**config.mk**
```make
export PLATFORM = sky130hd
export DESIGN_NAME = all_pairs_shortest_path_unit
export DESIGN_NICKNAME = d
export VERILOG_FILES = /design/src/apsp_pkg.sv /design/src/all_pairs_shortest_path_unit.sv /design/src/apsp_mem.sv /design/src/apsp_relax.sv
export SDC_FILE = /design/constraint.sdc
export NUM_CORES = 2
export LEC_CHECK = 0
export ABC_AREA = 1
export BUFFER_PORTS_ARGS = -buffer_cell sky130_fd_sc_hd__buf_2
export CORE_ASPECT_RATIO = 0.8
export CORE_MARGIN = 5
export CORE_UTILIZATION = 51
export DETAILED_ROUTE_END_ITERATION = 8
export PLACE_DENSITY = 0.66
export SLEW_MARGIN = 20
export SYNTH_ARGS = -nofsm -noshare
export SYNTH_HDL_FRONTEND = slang
export SYNTH_HIERARCHICAL = 1
export SYNTH_SLANG_ARGS = --single-unit
```
**constraint.sdc**
```tcl
create_clock -name i_clk -period 13.2 [get_ports i_clk]
set_input_delay 1.32 -clock i_clk [delete_from_list [all_inputs] [get_ports i_clk]]
set_output_delay 1.32 -clock i_clk [all_outputs]
set_load 0.005 [all_outputs]
```
**src/apsp_pkg.sv**
```systemverilog
// shared types and constants of the all-pairs shortest path unit
// no dependencies; imported by the top level and apsp_relax
package apsp_pkg;

    localparam int DEF_MAX_VERTICES = 8;
    localparam int DEF_WEIGHT_BITS  = 16;

    // fixed field widths of the stream and configuration ports
    localparam int WEIGHT_FIELD_BITS = 16;
    localparam int DIST_FIELD_BITS   = 16;
    localparam int VC_BITS           = 4;
    localparam logic [VC_BITS-1:0] VC_RESET = 4'd8;

    // relaxation sequencer status toward the top level
    typedef struct packed {
        logic running;   // reads still being issued
        logic draining;  // compare and write-back pending
    } t_relax_stat;

endpackage

```
**src/all_pairs_shortest_path_unit.sv**
```systemverilog
// all-pairs shortest path unit (floyd-warshall) top level
// depends on apsp_pkg, apsp_mem and apsp_relax
//
//  channel   | dir | handshake                | payload
//  ----------+-----+--------------------------+--------------------------------
//  s_axis    | in  | s_axis_tvalid/tready     | tdata[15:0] weight
//  m_axis    | out | m_axis_tvalid/tready     | tdata[15:0] distance, tlast last
//  cfg       | in  | i_cfg_we (no wait)       | i_cfg_wdata[3:0] vertex_count
//
// loading takes n*n words. the word that completes the matrix starts the relax
// phase, which walks each row as one row-start fetch of d[i][k] on read port b
// of the distance memory and then its columns, drains the last
// write-back and hands over to read-out. the first distance passes the port a
// register and the output register, then one word per cycle while m_axis_tready
// holds.
// reset clears control only, the distance memory needs no clearing pass.
// s_axis_tready is low from the completing word until the last distance leaves.
module all_pairs_shortest_path_unit #(
    parameter int MAX_VERTICES = apsp_pkg::DEF_MAX_VERTICES,
    parameter int WEIGHT_BITS  = apsp_pkg::DEF_WEIGHT_BITS
) (
    input  logic                          i_clk,
    input  logic                          i_rst_n,
    // configuration
    input  logic                          i_cfg_we,
    input  logic [apsp_pkg::VC_BITS-1:0]  i_cfg_wdata,     // vertex_count
    // weight stream in
    input  logic                          s_axis_tvalid,
    output logic                          s_axis_tready,
    input  logic [apsp_pkg::WEIGHT_FIELD_BITS-1:0] s_axis_tdata, // [15:0] weight
    // distance stream out
    output logic                          m_axis_tvalid,
    input  logic                          m_axis_tready,
    output logic [apsp_pkg::DIST_FIELD_BITS-1:0] m_axis_tdata,   // [15:0] distance
    output logic                          m_axis_tlast
);

    import apsp_pkg::*;

    localparam int IB = $clog2(MAX_VERTICES);   // row or column index bits
    localparam int AW = 2 * IB;                 // memory address {row, col}
    localparam int W  = WEIGHT_BITS;

    typedef enum logic [2:0] {
        ST_LOAD  = 3'b001,
        ST_RELAX = 3'b010,
        ST_OUT   = 3'b100
    } t_state;

    t_state r_state, n_state;

    logic [VC_BITS-1:0] r_vc;
    logic [VC_BITS-1:0] side;
    logic [VC_BITS-1:0] side_m1_full;
    logic [IB-1:0]      side_m1;

    // load position
    logic [IB-1:0] r_row;
    logic [IB-1:0] r_col;
    // output read position
    logic [IB-1:0] r_orow;
    logic [IB-1:0] r_ocol;
    logic          r_iss_more;   // reads left to issue
    logic          r_rd_pend;    // read data waiting on port a
    logic          r_pend_last;
    logic          r_out_valid;
    logic          r_out_last;
    logic [DIST_FIELD_BITS-1:0] r_out_data;

    logic in_acc;
    logic load_last;
    logic out_take;
    logic out_load;
    logic out_issue;
    logic iss_last;

    logic [W+WEIGHT_FIELD_BITS-1:0] w_ext;
    logic [W+DIST_FIELD_BITS-1:0]   q_ext;

    // memory port wiring
    logic          mem_we;
    logic [AW-1:0] mem_waddr;
    logic [W-1:0]  mem_wdata;
    logic          mem_re_a;
    logic [AW-1:0] mem_raddr_a;
    logic          mem_re_b;
    logic [AW-1:0] mem_raddr_b;
    logic [W-1:0]  q_a;
    logic [W-1:0]  q_b;

    logic          rx_re_a;
    logic [AW-1:0] rx_raddr_a;
    logic          rx_re_b;
    logic [AW-1:0] rx_raddr_b;
    logic          rx_we;
    logic [AW-1:0] rx_waddr;
    logic [W-1:0]  rx_wdata;
    t_relax_stat   rx_stat;
    logic          rx_start;

    // side length clamped to 1 .. MAX_VERTICES
    always_comb begin
        side = r_vc;
        if (r_vc == '0) begin
            side = VC_BITS'(1);
        end else if (r_vc > VC_BITS'(MAX_VERTICES)) begin
            side = VC_BITS'(MAX_VERTICES);
        end
    end
    assign side_m1_full = side - 1'b1;
    assign side_m1      = side_m1_full[IB-1:0];

    assign s_axis_tready = (r_state == ST_LOAD);
    assign in_acc        = s_axis_tvalid && s_axis_tready;
    assign load_last     = (r_row == side_m1) && (r_col == side_m1);
    assign rx_start      = in_acc && load_last;

    // weight masked to the stored width
    assign w_ext = {{W{1'b0}}, s_axis_tdata};

    // output side: port a data waits in its register until the out stage frees
    assign out_take  = r_out_valid && m_axis_tready;
    assign out_load  = r_rd_pend && (!r_out_valid || m_axis_tready);
    assign out_issue = (r_state == ST_OUT) && r_iss_more && (!r_rd_pend || out_load);
    assign iss_last  = (r_orow == side_m1) && (r_ocol == side_m1);
    assign q_ext     = {{DIST_FIELD_BITS{1'b0}}, q_a};

    always_comb begin
        n_state = r_state;
        case (r_state)
            ST_LOAD: begin
                if (rx_start) begin
                    n_state = ST_RELAX;
                end
            end
            ST_RELAX: begin
                if (!(rx_stat.running || rx_stat.draining)) begin
                    n_state = ST_OUT;
                end
            end
            ST_OUT: begin
                if (out_take && r_out_last) begin
                    n_state = ST_LOAD;
                end
            end
            default: begin
                n_state = ST_LOAD;
            end
        endcase
    end

    always_ff @(posedge i_clk) begin
        if (!i_rst_n) begin
            r_state     <= ST_LOAD;
            r_vc        <= VC_RESET;
            r_row       <= '0;
            r_col       <= '0;
            r_orow      <= '0;
            r_ocol      <= '0;
            r_iss_more  <= 1'b0;
            r_rd_pend   <= 1'b0;
            r_pend_last <= 1'b0;
            r_out_valid <= 1'b0;
            r_out_last  <= 1'b0;
        end else begin
            r_state <= n_state;

            // load position; a register write restarts the matrix
            if (i_cfg_we) begin
                r_vc  <= i_cfg_wdata;
                r_row <= '0;
                r_col <= '0;
            end else if (in_acc) begin
                if (r_col == side_m1) begin
                    r_col <= '0;
                    r_row <= (r_row == side_m1) ? '0 : r_row + 1'b1;
                end else begin
                    r_col <= r_col + 1'b1;
                end
            end

            // read-out sequencing
            if (r_state == ST_RELAX && n_state == ST_OUT) begin
                r_iss_more <= 1'b1;
                r_orow     <= '0;
                r_ocol     <= '0;
            end else if (out_issue) begin
                if (iss_last) begin
                    r_iss_more <= 1'b0;
                end
                if (r_ocol == side_m1) begin
                    r_ocol <= '0;
                    r_orow <= r_orow + 1'b1;
                end else begin
                    r_ocol <= r_ocol + 1'b1;
                end
            end

            if (out_issue) begin
                r_rd_pend   <= 1'b1;
                r_pend_last <= iss_last;
            end else if (out_load) begin
                r_rd_pend <= 1'b0;
            end

            if (out_load) begin
                r_out_valid <= 1'b1;
                r_out_last  <= r_pend_last;
            end else if (out_take) begin
                r_out_valid <= 1'b0;
                r_out_last  <= 1'b0;
            end
        end
    end

    always_ff @(posedge i_clk) begin
        if (out_load) begin
            r_out_data <= q_ext[DIST_FIELD_BITS-1:0];
        end
    end

    assign m_axis_tvalid = r_out_valid;
    assign m_axis_tdata  = r_out_data;
    assign m_axis_tlast  = r_out_last;

    // memory port arbitration by phase
    always_comb begin
        mem_we      = 1'b0;
        mem_waddr   = {r_row, r_col};
        mem_wdata   = w_ext[W-1:0];
        mem_re_a    = 1'b0;
        mem_raddr_a = {r_orow, r_ocol};
        mem_re_b    = 1'b0;
        mem_raddr_b = rx_raddr_b;
        case (r_state)
            ST_LOAD: begin
                mem_we = in_acc;
            end
            ST_RELAX: begin
                mem_we      = rx_we;
                mem_waddr   = rx_waddr;
                mem_wdata   = rx_wdata;
                mem_re_a    = rx_re_a;
                mem_raddr_a = rx_raddr_a;
                mem_re_b    = rx_re_b;
            end
            ST_OUT: begin
                mem_re_a = out_issue;
            end
            default: begin
                mem_we = 1'b0;
            end
        endcase
    end

    apsp_mem #(
        .AW (AW),
        .W  (W)
    ) u_mem (
        .i_clk     (i_clk),
        .i_we      (mem_we),
        .i_waddr   (mem_waddr),
        .i_wdata   (mem_wdata),
        .i_re_a    (mem_re_a),
        .i_raddr_a (mem_raddr_a),
        .i_re_b    (mem_re_b),
        .i_raddr_b (mem_raddr_b),
        .o_q_a     (q_a),
        .o_q_b     (q_b)
    );

    apsp_relax #(
        .IB (IB),
        .W  (W)
    ) u_relax (
        .i_clk     (i_clk),
        .i_rst_n   (i_rst_n),
        .i_start   (rx_start),
        .i_side_m1 (side_m1),
        .i_q_a     (q_a),
        .i_q_b     (q_b),
        .o_re_a    (rx_re_a),
        .o_raddr_a (rx_raddr_a),
        .o_re_b    (rx_re_b),
        .o_raddr_b (rx_raddr_b),
        .o_we      (rx_we),
        .o_waddr   (rx_waddr),
        .o_wdata   (rx_wdata),
        .o_stat    (rx_stat)
    );

    // input and output phases never overlap
    a_no_overlap: assert property (@(posedge i_clk) disable iff (!i_rst_n)
        !(s_axis_tready && m_axis_tvalid))
        else $error("input accepted while distances are still leaving");

    // the relaxation never runs outside its phase
    a_relax_phase: assert property (@(posedge i_clk) disable iff (!i_rst_n)
        (rx_stat.running || rx_stat.draining) |-> (r_state == ST_RELAX))
        else $error("relaxation active outside its phase");

    // no read left behind once the final distance is presented
    a_last_drained: assert property (@(posedge i_clk) disable iff (!i_rst_n)
        (r_out_valid && r_out_last) |-> (!r_iss_more && !r_rd_pend))
        else $error("final distance presented with reads outstanding");

    // the completing word starts the relaxation on the next cycle
    a_relax_start: assert property (@(posedge i_clk) disable iff (!i_rst_n)
        rx_start |=> rx_stat.running)
        else $error("relaxation did not start after the last weight");

endmodule

```
**src/apsp_mem.sv**
```systemverilog
// distance matrix storage: two mirrored synchronous memories, one write port,
// one registered read port each; depends on nothing
module apsp_mem #(
    parameter int AW = 6,
    parameter int W  = 16
) (
    input  logic          i_clk,
    input  logic          i_we,
    input  logic [AW-1:0] i_waddr,
    input  logic [W-1:0]  i_wdata,
    input  logic          i_re_a,
    input  logic [AW-1:0] i_raddr_a,
    input  logic          i_re_b,
    input  logic [AW-1:0] i_raddr_b,
    output logic [W-1:0]  o_q_a,
    output logic [W-1:0]  o_q_b
);

    localparam int DEPTH = 1 << AW;

    logic [W-1:0] r_mem_a [DEPTH];
    logic [W-1:0] r_mem_b [DEPTH];
    logic [W-1:0] r_q_a;
    logic [W-1:0] r_q_b;

    always_ff @(posedge i_clk) begin
        if (i_we) begin
            r_mem_a[i_waddr] <= i_wdata;
        end
        if (i_re_a) begin
            r_q_a <= r_mem_a[i_raddr_a];
        end
    end

    always_ff @(posedge i_clk) begin
        if (i_we) begin
            r_mem_b[i_waddr] <= i_wdata;
        end
        if (i_re_b) begin
            r_q_b <= r_mem_b[i_raddr_b];
        end
    end

    assign o_q_a = r_q_a;
    assign o_q_b = r_q_b;

endmodule

```
**src/apsp_relax.sv**
```systemverilog
// floyd-warshall sequencer: walks pivot k, row i, column j over the memories,
// compares and writes back; depends on apsp_pkg
module apsp_relax #(
    parameter int IB = 3,
    parameter int W  = 16
) (
    input  logic                 i_clk,
    input  logic                 i_rst_n,
    input  logic                 i_start,
    input  logic [IB-1:0]        i_side_m1,
    input  logic [W-1:0]         i_q_a,
    input  logic [W-1:0]         i_q_b,
    output logic                 o_re_a,
    output logic [2*IB-1:0]      o_raddr_a,
    output logic                 o_re_b,
    output logic [2*IB-1:0]      o_raddr_b,
    output logic                 o_we,
    output logic [2*IB-1:0]      o_waddr,
    output logic [W-1:0]         o_wdata,
    output apsp_pkg::t_relax_stat o_stat
);

    import apsp_pkg::*;

    logic            r_active;
    logic            r_hdr;      // row start: fetch d[i][k]
    logic            r_cap;      // d[i][k] sits on port b
    logic            r_cmp_valid;
    logic [IB-1:0]   r_k;
    logic [IB-1:0]   r_i;
    logic [IB-1:0]   r_j;
    logic [W-1:0]    r_dik;
    logic [2*IB-1:0] r_cmp_addr;
    logic [W:0]      via;

    always_ff @(posedge i_clk) begin
        if (!i_rst_n) begin
            r_active    <= 1'b0;
            r_hdr       <= 1'b0;
            r_cap       <= 1'b0;
            r_cmp_valid <= 1'b0;
            r_k         <= '0;
            r_i         <= '0;
            r_j         <= '0;
        end else begin
            r_cap       <= r_active && r_hdr;
            r_cmp_valid <= r_active && !r_hdr;
            if (i_start) begin
                r_active <= 1'b1;
                r_hdr    <= 1'b1;
                r_k      <= '0;
                r_i      <= '0;
                r_j      <= '0;
            end else if (r_active) begin
                if (r_hdr) begin
                    r_hdr <= 1'b0;
                    r_j   <= '0;
                end else if (r_j == i_side_m1) begin
                    r_hdr <= 1'b1;
                    r_j   <= '0;
                    if (r_i == i_side_m1) begin
                        r_i <= '0;
                        if (r_k == i_side_m1) begin
                            r_active <= 1'b0;
                        end else begin
                            r_k <= r_k + 1'b1;
                        end
                    end else begin
                        r_i <= r_i + 1'b1;
                    end
                end else begin
                    r_j <= r_j + 1'b1;
                end
            end
        end
    end

    always_ff @(posedge i_clk) begin
        r_cmp_addr <= {r_i, r_j};
        if (r_cap) begin
            r_dik <= i_q_b;
        end
    end

    // row k and column k do not change under pivot k, so no hazard on reads
    assign o_re_a    = r_active && !r_hdr;
    assign o_raddr_a = {r_i, r_j};
    assign o_re_b    = r_active;
    assign o_raddr_b = r_hdr ? {r_i, r_k} : {r_k, r_j};

    assign via     = {1'b0, r_dik} + {1'b0, i_q_b};
    assign o_we    = r_cmp_valid && (via < {1'b0, i_q_a});
    assign o_waddr = r_cmp_addr;
    assign o_wdata = via[W-1:0];

    assign o_stat.running  = r_active;
    assign o_stat.draining = r_cmp_valid;

endmodule
```
==> results by group <==
Synth
  – Mapped Cells: 6,509
  – Post-Syn Area: 58,000 um2
  – Top-area cell type share of the netlist area: 56.3%
  – FF+latch count, synth: 1,131
  – Top cells by area, synth: edfxtp_1, nand2_1, nand3_1, buf_2, buf_6
  – Synth Area per Inst: 8.91 um2
  – Leading area contributor after synthesis: edfxtp_1
  – Synth unique cells: 48
  – Synth warn: 6
  – Syn_nets: 6,574
  – Post-synthesis sequential area ratio: 57.8%

Global routing
  – Number of global-route vias before repair: 45,200
  – First-pass GRT wire length: 298,000 um
  – GRT Overall Usage: 32.5%
  – Total global routing overflow: 0
  – Initial antenna violation count: 7
  – Pin count of the biggest net entering global routing: 220

STA
  – Max Slew Vio Count: 0
  – Tightest Pin Transition: 1.42 ns
  – Final Cycle Share: 45.8%
  – Final Setup Violations: 0
  – RSZ-0062 raised after global routing: no
  – TNS Setup: 0 ns
  – Final worst-path setup slack: 7.15 ns
  – Fin. Hold Viols: 0
  – Clock Skews: 0.0390 ns
  – Final Critical Period: 6.05 ns
  – Max Clock Freq: 165 MHz
  – Relative slew slack: 5.53%

Pwr
  – VDD IR max: 0.000110 V
  – Lkg Pwr: 23.6 nW
  – Power Density: 120 nW/um2

Die
  – Die area: 121,000 um2
  – CORE AREA: 113,000 um2
  – Die W: 387 um
  – IO Count: 44
  – Initial Utilization: 51.5%
  – Die height: 312 um
  – Cell Rows: 110

Worst hold path
  – Hold Startpoint: u_relax/r_i[2]$_SDFFE_PP0P_
  – Min-delay worst type: register to register
  – Hold Path End: u_relax/o_waddr[5]$_DFF_P_
  – Worst hold path cell count: 0

Worst setup path
  – CP arrival: 6.38 ns
  – R2R depth: 19
  – Slowest cell on the critical path: nor2_2
  – Setup CP Type: register to register
  – Critical Path RT: 13.53 ns
  – CP startpoint kind: register
  – Crit end category: register
  – Crit-path max cell delay: 1.21 ns
  – R2r startpoint: u_mem/o_q_b[0]$_DFFE_PP_
  – Worst-path cell chain: ha_1, fa_1, nand3_1, nand2_1, a21oi_1, o31ai_1, xor2_1, ha_1, a21oi_1, nor2_1, a211oi_1, nand2_1, nand2_1, nand2_1, a21oi_1, nand2_1, nand2_1, nand4_1, nor2_2
  – FF-to-FF End: u_mem/r_mem_b[16][0]$_DFFE_PP_
  – Worst-path fanout max: 16
  – FF-to-FF setup slack: 7.15 ns
  – Most common cell on crit path: nand2_1

Clock network
  – Post-CTS Setup Bufs: 0
  – Num CTS Buffers: 112
  – CTS Sinks: 1,131
  – # H-tree levels: 3
  – # hold bufs at CTS: 0
  – Clock buffer depth: 3
  – Post-cts sizing count: 0
  – CTS root buf: clkbuf_16
  – CTS tree: built
  – Clock-pin slew on the worst setup and hold paths: 0.07 ns
  – Worst skew pair latency: 0.74 ns

Routing
  – Post-DRT Antenna Nets: 0
  – WL final: 203,000 um
  – Routed vias: 49,900
  – Drt first pass iters: 9
  – DR WL/cell: 25.7 um
  – Residual DRC: 0
  – Via density: 6.31
  – Iter 0 DRT Violations: 8,370

Place
  – Placed cells: 7,692
  – HPWL Detailed: 116,000 um
  – Setup WS pre-CTS: 7.34 ns
  – Routability cong.: 0.970
  – Port Buf Inserts: 43

Final layout
  – Most frequent cells in the layout: nand2_1, nand3_1, edfxtp_1
  – Post-Layout Cell Count: 7,907
  – Commonest non-fill, non-tap cell in the layout: nand2_1
  – Final nets: 6,359
  – Area Growth Syn to Fin: 7.26%
  – Layout cells sized above 1: 6.85%

Run
  – Max-cap violations: 0

Run status
  – Status: completed
## stage by stage
step | power, W | cell area, um2 | hold slack (ns) | util (%)
after floorplan | 0.00409 | 58000 | 0.390 | -
after global placement | 0.00417 | 58400 | 0.420 | 51.8
after detailed placement | 0.00418 | 58400 | 0.418 | 51.8
after CTS | 0.00751 | 62200 | 0.443 | 55.2
after global routing | 0.00767 | 62200 | 0.462 | 55.2
final | 0.00749 | 62200 | 0.442 | 55.2
## kinds of logic (layout without fill, tap and decap cells)
family | Yosys count | after routing | share of synthesized area [%]
DFF | 1131 | 1131 | 57.8
buffers and inverters | 545 | 429 | 5.55
other | 0 | 2 | 0
xor gates and xnor gates | 34 | 34 | 0.526
AOI/OAI and AO/OA | 87 | 87 | 0.850
adders and majority gates | 40 | 40 | 0.876
and+or+nand+nor | 4672 | 4672 | 34.4
## state kept, by name, indices dropped and copies added, names as in the netlist, 3 cells and up
register	cells
u_relax/r_j	3
r_orow	3
m_axis_tdata	16
u_mem/r_mem_a	16
r_row	3
u_mem/r_mem_b	1008
u_relax/o_waddr	6
u_relax/r_dik	16
r_col	3
r_state	3
u_relax/r_i	3
u_mem/o_q_b	16
r_vc	4
u_relax/r_k	3
u_mem/o_q_a	16
r_ocol	3
## how the worst max path moves through the flow
stage / start / end / slack (ns) / cells past startpoint
2_1_floorplan: u_mem/o_q_b[0]$_DFFE_PP_ / u_mem/r_mem_b[0][0]$_DFFE_PP_ / 8.08 / 20
3_3_place_gp: u_mem/o_q_b[0]$_DFFE_PP_ / u_mem/r_mem_b[16][0]$_DFFE_PP_ / 7.36 / 19
3_5_place_dp: u_mem/o_q_b[0]$_DFFE_PP_ / u_mem/r_mem_b[16][0]$_DFFE_PP_ / 7.34 / 19
4_1_cts: u_mem/o_q_b[0]$_DFFE_PP_ / u_mem/r_mem_b[16][0]$_DFFE_PP_ / 7.32 / 19
5_1_grt: u_mem/o_q_b[0]$_DFFE_PP_ / u_mem/r_mem_b[16][7]$_DFFE_PP_ / 6.96 / 19
6_report: u_mem/o_q_b[0]$_DFFE_PP_ / u_mem/r_mem_b[16][0]$_DFFE_PP_ / 7.15 / 19
## area by class of cell
cell class | instances | area [um2]
Timing Repair Buffer | 127 | 958
Clock inverter | 87 | 952
Tap cell | 1512 | 1890
Fill cell | 9735 | 50500
Clock buffer | 126 | 2900
Multi-Input combinational cell | 4833 | 21600
Inverter | 89 | 392
Antenna cell | 2 | 5.00
Sequential cell | 1131 | 33500
## synthesized netlist by cell type, drive strengths merged
cell type	instances
nor4	8
clkbuf	48
nand4	8
and2	1
a21o	4
o21bai	2
edfxtp	1088
nor2	106
o21a	2
inv	89
o21ai	31
a211oi	2
fa	1
o211ai	1
xnor2	10
nand3b	1
o31ai	2
dfxtp	43
buf	408
nand2	2773
xor2	24
nor3b	1
ha	39
nand3	1765
a21oi	41
nor3	8
a31oi	2
or2	1
## power by group
part	internal [W]	switching (W)
combinational	0.0000265	0.000140
clock	0.00193	0.00145
sequential	0.00394	0.00000372
## critical path: cells and delay by family, from the launching register on
family / cells / cell delay, ns
AO/OA/AOI/OAI: 5 / 0.80
AND/OR/NAND/NOR: 10 / 3.27
XOR/XNOR: 1 / 0.22
adder cells (fa/ha/maj): 3 / 0.95
flip-flops: 1 / 0.41
## routing by layer
metal	routed length, um	track usage (%)	part of all wire (%)	up-vias
met5	0	0	0	-
met4	8810	12.3	4.3	0
met3	30300	10.3	15	530
met2	86200	46.3	42	3882
met1	78200	46.6	38	23700
li1	-	-	-	21800
Power figures use the tool's default switching activity.
